===== src/sv/tmac_pkg.sv =====
// Shared types and constants for the tilt moving-average classifier.
// No dependencies.
package tmac_pkg;

  // Dead-zone threshold registers
  localparam int unsigned THRESH_BITS  = 15;
  localparam int unsigned CFG_IDX_BITS = 1;

  typedef logic [THRESH_BITS-1:0]  thresh_t;
  typedef logic [CFG_IDX_BITS-1:0] cfg_idx_t;

  localparam cfg_idx_t REG_STEER_THR = 1'd0;
  localparam cfg_idx_t REG_DRIVE_THR = 1'd1;

  localparam thresh_t STEER_THR_RESET = 15'd41;
  localparam thresh_t DRIVE_THR_RESET = 15'd60;

  // Three-way class codes, two's complement -1 / 0 / +1
  typedef logic [1:0] class_t;

  localparam class_t CLASS_NEG  = 2'b11;
  localparam class_t CLASS_ZERO = 2'b00;
  localparam class_t CLASS_POS  = 2'b01;

  // Mirror a class code (used for the inverted drive axis)
  function automatic class_t class_negate(input class_t c);
    class_t r;
    case (c)
      CLASS_NEG: r = CLASS_POS;
      CLASS_POS: r = CLASS_NEG;
      default:   r = CLASS_ZERO;
    endcase
    return r;
  endfunction

endpackage


===== src/sv/tmac_cell.sv =====
// One delay cell of the sample history chain: holds one x and one y sample.
// Depends on nothing; instantiated WINDOW_DEPTH times by the top level.
module tmac_cell #(
  parameter int unsigned SAMPLE_BITS = 16
) (
  input  logic                          clk_i,
  input  logic                          rst_ni,
  input  logic                          shift_i,
  input  logic signed [SAMPLE_BITS-1:0] x_i,
  input  logic signed [SAMPLE_BITS-1:0] y_i,
  output logic signed [SAMPLE_BITS-1:0] x_o,
  output logic signed [SAMPLE_BITS-1:0] y_o
);

  logic signed [SAMPLE_BITS-1:0] x_q, y_q;

  // History starts all zero; advance one place per request
  always_ff @(posedge clk_i or negedge rst_ni) begin
    if (!rst_ni) begin
      x_q <= '0;
      y_q <= '0;
    end else if (shift_i) begin
      x_q <= x_i;
      y_q <= y_i;
    end
  end

  assign x_o = x_q;
  assign y_o = y_q;

endmodule


===== src/sv/tmac_axis.sv =====
// Running window sum for one axis, with shift, saturation and dead-zone class.
// Depends on tmac_pkg.
module tmac_axis #(
  parameter int unsigned WINDOW_DEPTH = 64,
  parameter int unsigned SAMPLE_BITS  = 16
) (
  input  logic                          clk_i,
  input  logic                          rst_ni,
  input  logic                          advance_i,
  input  logic signed [SAMPLE_BITS-1:0] sample_i,
  input  logic signed [SAMPLE_BITS-1:0] oldest_i,
  input  tmac_pkg::thresh_t             thresh_i,
  output logic signed [SAMPLE_BITS-1:0] filtered_o,
  output tmac_pkg::class_t              class_o
);

  import tmac_pkg::*;

  localparam int unsigned SUM_BITS = SAMPLE_BITS + $clog2(WINDOW_DEPTH);
  // floor(log2(depth))
  localparam int unsigned SHIFT    = $clog2(WINDOW_DEPTH + 1) - 1;
  localparam int unsigned CMP_BITS =
    ((SAMPLE_BITS > THRESH_BITS + 1) ? SAMPLE_BITS : THRESH_BITS + 1) + 1;

  localparam logic signed [SUM_BITS-1:0] SAT_HI =
    {{(SUM_BITS - SAMPLE_BITS + 1){1'b0}}, {(SAMPLE_BITS - 1){1'b1}}};
  localparam logic signed [SUM_BITS-1:0] SAT_LO = ~SAT_HI;

  logic signed [SUM_BITS-1:0] sum_d, sum_q;
  logic signed [SUM_BITS-1:0] shifted;
  logic signed [SUM_BITS-1:0] clamped;
  logic signed [CMP_BITS-1:0] val_ext, thr_pos, thr_neg;

  // Drop the sample leaving the window, add the new one
  assign sum_d = sum_q - SUM_BITS'(oldest_i) + SUM_BITS'(sample_i);

  always_ff @(posedge clk_i or negedge rst_ni) begin
    if (!rst_ni) begin
      sum_q <= '0;
    end else if (advance_i) begin
      sum_q <= sum_d;
    end
  end

  // Average by arithmetic shift; clamp only matters for depths that are not a power of two
  always_comb begin
    shifted = sum_q >>> SHIFT;
    if (shifted > SAT_HI) begin
      clamped = SAT_HI;
    end else if (shifted < SAT_LO) begin
      clamped = SAT_LO;
    end else begin
      clamped = shifted;
    end
  end

  assign filtered_o = clamped[SAMPLE_BITS-1:0];

  // Symmetric dead zone around zero
  assign val_ext = CMP_BITS'(filtered_o);
  assign thr_pos = signed'(CMP_BITS'(thresh_i));
  assign thr_neg = -thr_pos;

  always_comb begin
    if (val_ext < thr_neg) begin
      class_o = CLASS_NEG;
    end else if (val_ext > thr_pos) begin
      class_o = CLASS_POS;
    end else begin
      class_o = CLASS_ZERO;
    end
  end

endmodule


===== src/sv/tilt_moving_average_classifier.sv =====
// Tilt moving-average classifier: x/y sample history chain, sums, output stage.
// Depends on tmac_pkg, tmac_cell and tmac_axis.
//
// Usage: one request on the input channel (in_valid_i / in_stall_o) carries an
// x and a y sample. For each request one result leaves on the output channel
// (out_valid_o / out_stall_i): the moving averages of the last WINDOW_DEPTH
// samples of each axis, a steer class for x and an inverted drive class for y.
// The running sums update at input acceptance and the averages and classes are
// registered into the output register when it is free; a stalled receiver
// delays that load. Throughput is one request per cycle while the receiver
// does not stall; the sum update of each axis is one add and subtract, and the
// history chain shifts one cell per request. When the receiver stalls, the
// held result stays put and one more request is still taken into the sum
// stage; the input stalls only while both are full. Reset empties both stages,
// zeroes the history and the sums, and loads the thresholds with 41 (steer) and
// 60 (drive). Thresholds are written through cfg_we_i / cfg_idx_i / cfg_wdata_i;
// the user writes only while no request is in flight; not enforced by the block.
module tilt_moving_average_classifier #(
  parameter int unsigned WINDOW_DEPTH = 64,
  parameter int unsigned SAMPLE_BITS  = 16
) (
  input  logic                          clk_i,
  input  logic                          rst_ni,
  // configuration write port
  input  logic                          cfg_we_i,
  input  tmac_pkg::cfg_idx_t            cfg_idx_i,
  input  tmac_pkg::thresh_t             cfg_wdata_i,
  // input channel
  input  logic                          in_valid_i,
  output logic                          in_stall_o,
  input  logic signed [SAMPLE_BITS-1:0] sample_x_i,
  input  logic signed [SAMPLE_BITS-1:0] sample_y_i,
  // output channel
  output logic                          out_valid_o,
  input  logic                          out_stall_i,
  output logic signed [SAMPLE_BITS-1:0] filtered_x_o,
  output logic signed [SAMPLE_BITS-1:0] filtered_y_o,
  output tmac_pkg::class_t              steer_o,
  output tmac_pkg::class_t              drive_o
);

  import tmac_pkg::*;

  thresh_t steer_thr_q, drive_thr_q;

  logic in_accept;
  logic sum_valid_d, sum_valid_q;
  logic out_valid_d, out_valid_q;
  logic out_load;

  logic signed [SAMPLE_BITS-1:0] tap_x [0:WINDOW_DEPTH];
  logic signed [SAMPLE_BITS-1:0] tap_y [0:WINDOW_DEPTH];

  logic signed [SAMPLE_BITS-1:0] avg_x, avg_y;
  class_t                        cls_x, cls_y;

  logic signed [SAMPLE_BITS-1:0] filt_x_q, filt_y_q;
  class_t                        steer_q, drive_q;

  // Threshold registers
  always_ff @(posedge clk_i or negedge rst_ni) begin
    if (!rst_ni) begin
      steer_thr_q <= STEER_THR_RESET;
      drive_thr_q <= DRIVE_THR_RESET;
    end else if (cfg_we_i) begin
      unique case (cfg_idx_i)
        REG_STEER_THR: steer_thr_q <= cfg_wdata_i;
        REG_DRIVE_THR: drive_thr_q <= cfg_wdata_i;
        default: ;
      endcase
    end
  end

  // Two-stage handshake: sum stage feeds the output register
  assign out_load    = sum_valid_q && (!out_valid_q || !out_stall_i);
  assign in_stall_o  = sum_valid_q && !out_load;
  assign in_accept   = in_valid_i && !in_stall_o;
  assign sum_valid_d = in_accept || (sum_valid_q && !out_load);
  assign out_valid_d = out_load || (out_valid_q && out_stall_i);

  always_ff @(posedge clk_i or negedge rst_ni) begin
    if (!rst_ni) begin
      sum_valid_q <= 1'b0;
      out_valid_q <= 1'b0;
    end else begin
      sum_valid_q <= sum_valid_d;
      out_valid_q <= out_valid_d;
    end
  end

  // Sample history: cell 0 takes the new sample, the last cell is the oldest
  assign tap_x[0] = sample_x_i;
  assign tap_y[0] = sample_y_i;

  for (genvar g = 0; g < WINDOW_DEPTH; g++) begin : g_cell
    tmac_cell #(
      .SAMPLE_BITS(SAMPLE_BITS)
    ) u_cell (
      .clk_i  (clk_i),
      .rst_ni (rst_ni),
      .shift_i(in_accept),
      .x_i    (tap_x[g]),
      .y_i    (tap_y[g]),
      .x_o    (tap_x[g+1]),
      .y_o    (tap_y[g+1])
    );
  end

  // Per-axis running sums and classes
  tmac_axis #(
    .WINDOW_DEPTH(WINDOW_DEPTH),
    .SAMPLE_BITS (SAMPLE_BITS)
  ) u_axis_x (
    .clk_i     (clk_i),
    .rst_ni    (rst_ni),
    .advance_i (in_accept),
    .sample_i  (sample_x_i),
    .oldest_i  (tap_x[WINDOW_DEPTH]),
    .thresh_i  (steer_thr_q),
    .filtered_o(avg_x),
    .class_o   (cls_x)
  );

  tmac_axis #(
    .WINDOW_DEPTH(WINDOW_DEPTH),
    .SAMPLE_BITS (SAMPLE_BITS)
  ) u_axis_y (
    .clk_i     (clk_i),
    .rst_ni    (rst_ni),
    .advance_i (in_accept),
    .sample_i  (sample_y_i),
    .oldest_i  (tap_y[WINDOW_DEPTH]),
    .thresh_i  (drive_thr_q),
    .filtered_o(avg_y),
    .class_o   (cls_y)
  );

  // Output register; drive is mirrored so forward tilt drives ahead
  always_ff @(posedge clk_i) begin
    if (out_load) begin
      filt_x_q <= avg_x;
      filt_y_q <= avg_y;
      steer_q  <= cls_x;
      drive_q  <= class_negate(cls_y);
    end
  end

  assign out_valid_o  = out_valid_q;
  assign filtered_x_o = filt_x_q;
  assign filtered_y_o = filt_y_q;
  assign steer_o      = steer_q;
  assign drive_o      = drive_q;

endmodule


===== config.mk =====
export PLATFORM = sky130hd
export DESIGN_NAME = tilt_moving_average_classifier
export DESIGN_NICKNAME = d
export VERILOG_FILES = /design/src/sv/tmac_pkg.sv /design/src/sv/tmac_cell.sv /design/src/sv/tmac_axis.sv /design/src/sv/tilt_moving_average_classifier.sv
export SDC_FILE = /design/constraint.sdc
export NUM_CORES = 2
export LEC_CHECK = 0
export ABC_AREA = 1
export BUFFER_PORTS_ARGS = -buffer_cell sky130_fd_sc_hd__buf_2
export CORE_UTILIZATION = 35
export CTS_CLUSTER_SIZE = 8
export DETAILED_ROUTE_END_ITERATION = 8
export PLACE_DENSITY = 0.52
export SLEW_MARGIN = 20
export SYNTH_ARGS = -nofsm -noshare
export SYNTH_HDL_FRONTEND = slang
export SYNTH_SLANG_ARGS = --single-unit

===== constraint.sdc =====
create_clock -name clk_i -period 3.1 [get_ports clk_i]
set_input_delay 0.31 -clock clk_i [delete_from_list [all_inputs] [get_ports clk_i]]
set_output_delay 0.31 -clock clk_i [all_outputs]
set_load 0.05 [all_outputs]

After elaboration in Yosys (flattened, before gate mapping)
Cells that the tools add are included.
{"block": "op_classes", "addsub": 6, "order_cmp": 8, "eq_ne": 2, "mux": 8, "bitwise_logic": 1, "reduce_logical": 13}
{"operator": "$mux W16", "n": 4}
{"operator": "$add A22 B16 Y22", "n": 2}
{"operator": "$sub A22 B16 Y22", "n": 2}
{"operator": "$lt A16 B17 Y1", "n": 2}
{"operator": "$neg A15 Y17", "n": 2}
{"operator": "$gt A16 B16 Y1", "n": 2}
{"operator": "$gt A16 B16 Y1 const B", "n": 2}
{"operator": "$lt A16 B16 Y1 const B", "n": 2}
{"operator": "$logic_and A1 B1 Y1", "n": 4}
{"operator": "$logic_not A1 Y1", "n": 4}
{"operator": "$pmux W2 S2", "n": 1}
{"operator": "$reduce_and A2 Y1", "n": 2}
{"operator": "$logic_or A1 B1 Y1", "n": 3}
{"operator": "$eq A2 B1 Y1 const B", "n": 1}
{"operator": "$eq A2 B2 Y1 const B", "n": 1}
{"operator": "$mux W1", "n": 2}
{"operator": "$mux W2", "n": 1}
{"operator": "$not A1 Y1", "n": 1}
{"block": "totals", "reg_bits": 2160, "out_inout_bits": 38, "wordCells": 176}

Depth between registers and ports, before layout
{"block": "depth", "word_depth": 8, "mapped_depth": 20, "mapped_depth_nobuf": 20}

Hierarchy
A second synthesis with hierarchy kept.
{"block": "unflattened", "cells_unflattened": 10043, "hier_area_um2": 92831.5}
{"module": "tmac_cell", "n_inst": 64, "cells_each": 136, "area_per_inst_um2": 1292.5, "seq_area_each_um2": 800.8}
{"module": "tmac_axis (u_axis_x)", "n_inst": 1, "cells_each": 581, "area_per_inst_um2": 3877.5, "seq_area_each_um2": 550.5}
{"module": "tmac_axis (u_axis_y)", "n_inst": 1, "cells_each": 576, "area_per_inst_um2": 3852.4, "seq_area_each_um2": 550.5}
{"module": "tilt_moving_average_classifier", "n_inst": 1, "cells_each": 182, "area_per_inst_um2": 2382.3, "seq_area_each_um2": 1890.6}

Worst setup path after synthesis
OpenSTA, ideal clock, no wires.
{"block": "synth_timing", "path_type": "flip-flop to flip-flop", "from": "register out_valid_q, in the netlist out_valid_o", "to": "register drive_q[0], in the netlist drive_o[0], enable pin", "setup_time_ps": 441, "arrival_ps": 2442, "t_required_ps": 2659, "path_slack_ps": 217, "stages_incl_launch_ff": 2, "path_cell_list": "dfrtp_1 > a21oi_1"}
{"block": "synth_between", "elab_chain_len": 3}
{"item": "from (decl)", "line_no": "tilt_moving_average_classifier.sv:48", "source": "logic out_valid_d, out_valid_q;"}
{"item": "from (signal assigned)", "line_no": "tilt_moving_average_classifier.sv:87", "source": "out_valid_q <= out_valid_d;"}
{"item": "$logic_not A1 Y1", "line_no": "tilt_moving_average_classifier.sv:75", "source": "assign out_load = sum_valid_q && (!out_valid_q || !out_stall_i);"}
{"item": "$logic_or A1 B1 Y1", "line_no": "tilt_moving_average_classifier.sv:75"}
{"item": "$logic_and A1 B1 Y1", "line_no": "tilt_moving_average_classifier.sv:75"}
{"item": "via out_load", "line_no": "tilt_moving_average_classifier.sv:49", "source": "logic out_load;"}
{"item": "to (signal assigned)", "line_no": "tilt_moving_average_classifier.sv:144", "source": "drive_q <= class_negate(cls_y);"}
{"item": "to (decl)", "line_no": "tilt_moving_average_classifier.sv:58", "source": "class_t steer_q, drive_q;"}
The timed path passes the listed nets, and every way through them passes these cells.
A chain may end at the register's enable or synchronous reset.

Worst setup path in the final report
{"block": "layout_timing", "from": "register steer_thr_q[1]", "to": "register steer_q[0], in the netlist steer_o[0], data pin"}
{"block": "layout_between", "elab_chain_len": 2, "elab_cells_between_ends": 4}
{"item": "from (decl)", "line_no": "tilt_moving_average_classifier.sv:44", "source": "thresh_t steer_thr_q, drive_thr_q;"}
{"item": "from (signal assigned)", "line_no": "tilt_moving_average_classifier.sv:67", "source": "REG_STEER_THR: steer_thr_q <= cfg_wdata_i;"}
{"item": "$neg A15 Y17 / $gt A16 B16 Y1 (equally long branches)", "line_no": "tmac_axis.sv:62, tmac_axis.sv:67"}
{"item": "$lt A16 B17 Y1 / $mux W1 (equally long branches)", "line_no": "tmac_axis.sv:65, tmac_axis.sv:67"}
{"item": "to (signal assigned)", "line_no": "tilt_moving_average_classifier.sv:143", "source": "steer_q <= cls_x;"}
{"item": "to (decl)", "line_no": "tilt_moving_average_classifier.sv:58"}
Parallel ways exist; a longest one is shown, timed or not.

==> qor.yml <==
grt_overflow: 0
rr_worst_depth: 17
p_per_area_mw_per_mm2: 886.5
cp.arrival_ns: 3.52
power.leakage_nw: 45.93
hold_viol: 0
die_area_mm2: 0.2469
antenna_found_initial: 1
core-area_mm2: 0.2435
cp_slowest_cell: "dfrtp_1"
path_cells: "inv_2 > ha_4 > nand2_2 > nor2_4 > nand2_2 > nor3_4 > buf_6 > nand4_1 > xor2_1 > ha_1 > nand2_1 > inv_1 > nand3_2 > nor2_4 > nand4_1 > nand4_1 > nand3_1"
grt_start_max_net_pins: 251
p_sw_share_pct: 30.30
peakVddDrop_uv: 442.7
clkPwrFrac_pct: 34.5
holdWs_ns: 0.06807
p_int_w: 0.06086
slew_headroom_pct: 27.72
wire_per_inst_um: 13.64
r2r_slack_ns: 0.20
io_pins: 91
cts_buffer_depth: 4
synth.yosys.seq_area_share_pct: 63.28
synth_seq_cells: 2160
p_seq_share_pct: 44.5
start_util_pct: 35.21
io_buffers: 90
cts_root_buf: "clkbuf_16"
gp_congestion: 0.7880
grt_pass1_wl_mm: 294.4
synthDominantCellAreaShare_pct: 61.80
syn_area_per_cell_um2: 9.596
status: "complete, no violations"
cts_tree: "built"
synth_fp_nets: 9134
post-dp-hpwl_mm: 102.4
cp-end-kind: "flop"
place_ws_ns: 0.1609
combPwrFrac_pct: 21.1
tightestPinTransition_ns: 1.084
numCtsBuffers: 322
first_iter_violations: 3804
register_area_mm2: 0.05424
synth.cell_area_mm2: 0.08572
yosysTopAreaCell: "dfrtp_1"
route.vias.total: 56190
netlist_instances: 8933
final_layout_size_suffix_gt1_share_pct: 7.464
finalCritPeriodShare_pct: 93.42
r2r_start: "steer_thr_q[1]"
die_x_um: 496.9
dpl.cell_count: 11910
synthTopCellsByCount: "nand2_1, dfrtp_1, o21ai_0, inv_1, o21ai_1"
slew_viol_final: 0
yosysMostFrequentCell: "nand2_1"
die_h_um: 496.9
placementRows: 181
fin_crit_ns: 2.896
syn2layout_area_growth_pct: 14.91
yosysWarnings: 0
hold_class: "input pin to asynchronous set/reset pin"
net-switching-power_w: 0.02646
power_w: 0.08732
cp_max_fo: 2
clk_latency_ns: 0.89
crit_type: "flop to flop"
drv_cap: 0
critPathLaunchType: "flop"
multiInputGateArea_mm2: 0.02377
final_net_count: 9292
cts_sinks: 2160
grt_pass1_vias: 57600
synth_area_leaders: "dfrtp_1, nand2_1, o21ai_0"
path_clk_slew_ns: 0.05
synth.distinct_cells: 45
skew_ns: 0.06339
grtUsageTotal_pct: 14.04
drc_errors: 0
worst_path_largest_cell_delay_ns: 0.38
dr.pass1.iters: 6
synth_edf_count: 36
drt_wl_total_mm: 168.2
required_ns: 3.73
cp_common_cell: "nand4_1"
nFillCells: 23790
vias_per_cell: 4.558
cts_htree_levels: 5
ant_nets: 0
async_reset_ff_share_pct: 98.33
setup_viol: 0
finalWorstSetupSlack_ns: 0.2041
fin_cells: 12330
synthFlopType: "dfrtp_1"
fmax_ghz: 0.3453
worstReg2RegEnd: "steer_o[0]"
-- cells by family (layout without fill, tap and decap cells) --
group | count (synthesis) | count (layout) | share of synthesized area [%]
other | 0 | 1 | 0
flip-flops | 2160 | 2160 | 63.28
XOR/XNOR | 31 | 31 | 0.3167
buffers and inverters | 1779 | 1970 | 9.079
AND/OR/NAND/NOR | 2575 | 2575 | 11.60
adder cells (fa/ha/maj) | 148 | 148 | 2.528
AO/OA/AOI/OAI | 2240 | 2240 | 13.20
-- per-stage QoR --
step	TNS (ns)	util (%)	cell area (µm²)
floorplan	0	-	85720
global placement	0	36.74	89440
detailed placement	0	36.74	89440
CTS	0	40.42	98400
global route	-0.01859	40.46	98500
finish	0	40.46	98500
-- timing repair --
action                     CTS  global route
hold endpoints to repair   226             0
setup buffers                0             6
setup endpoints to repair    0             3
hold buffers                51             0
gates resized for setup      0            16
-- area by class of cell --
cell class                      count  share of cell area [%]
Multi-Input combinational cell   4994                   24.13
Tap cell                         3202                   4.067
Sequential cell                  2160                   55.07
Antenna cell                        1                0.002541
Clock buffer                      347                   8.480
Clock inverter                     10                 0.09273
Timing Repair Buffer              335                   3.273
Inverter                         1278                   4.887
-- power groups by stage --
stage / combinational, W / sequential, W / clock [W]
after floorplan: 0.0134 / 0.0386 / 0
after global placement: 0.0182 / 0.0392 / 0
after detailed placement: 0.0185 / 0.0393 / 0
after CTS: 0.0188 / 0.0389 / 0.0313
after global routing: 0.0218 / 0.0397 / 0.0324
final: 0.0184 / 0.0388 / 0.0301
-- worst max path at each step --
| stage | startpoint | endpoint | slack, ns | cells past startpoint |
|---|---|---|---|---|
| 5_1_grt | steer_thr_q[1] | steer_o[0] | -0.02 | 17 |
| 4_1_cts | steer_thr_q[1] | steer_o[0] | 0.14 | 17 |
| 3_5_place_dp | steer_thr_q[1] | steer_o[0] | 0.16 | 17 |
| 2_1_floorplan | out_valid_o | drive_o[0] | 0.22 | 1 |
| 3_3_place_gp | drive_thr_q[0] | drive_o[0] | 0.04 | 19 |
| 6_report | steer_thr_q[1] | steer_o[0] | 0.20 | 17 |
-- worst max-delay path, delay by kind of cell (launching register included) --
family | cells | cell delay, ns
flip-flops | 1 | 0.38
AND/OR/NAND/NOR | 11 | 1.30
buffers and inverters | 3 | 0.30
XOR/XNOR | 1 | 0.22
adder cells (fa/ha/maj) | 2 | 0.45
-- per-layer routing --
metal  vias to the layer above  share of wire [%]  GRT usage, %
met2                       632                 44         21.32
li1                      28210                  -             -
met1                     27030                 50         20.37
met3                       324                3.2         2.406
met5                         -                  0             0
met4                         0                2.6         4.441
-- layout by cell type (no fill, tap or decap), types with 6 or more instances in the layout --
cell / instances
nand2_1: 2374
dfrtp_1: 2117
o21ai_0: 1477
inv_1: 1269
o21ai_1: 644
clkbuf_16: 331
buf_4: 130
ha_1: 105
buf_2: 89
nor2_1: 81
a21oi_1: 76
nand3_1: 69
buf_12: 64
dlygate4sd3_1: 51
fa_1: 42
edfxtp_1: 36
xor2_1: 23
nand4_1: 15
clkbuf_1: 15
nor3_1: 9
o22ai_1: 9
inv_2: 8
xnor2_1: 8
dfstp_2: 7
o21bai_1: 6
a21o_1: 6
-- state kept, by name (all words and copies together), names as in the netlist, 15 cells and up --
| register | flops |
|---|---|
| g_cell.u_cell.y_o | 1024 |
| g_cell.u_cell.x_o | 1024 |
| steer_thr_q | 15 |
| u_axis_y.sum_q | 22 |
| filtered_y_o | 16 |
| drive_thr_q | 15 |
| filtered_x_o | 16 |
| u_axis_x.sum_q | 22 |
No activity file was read; power rests on OpenSTA's default activity.
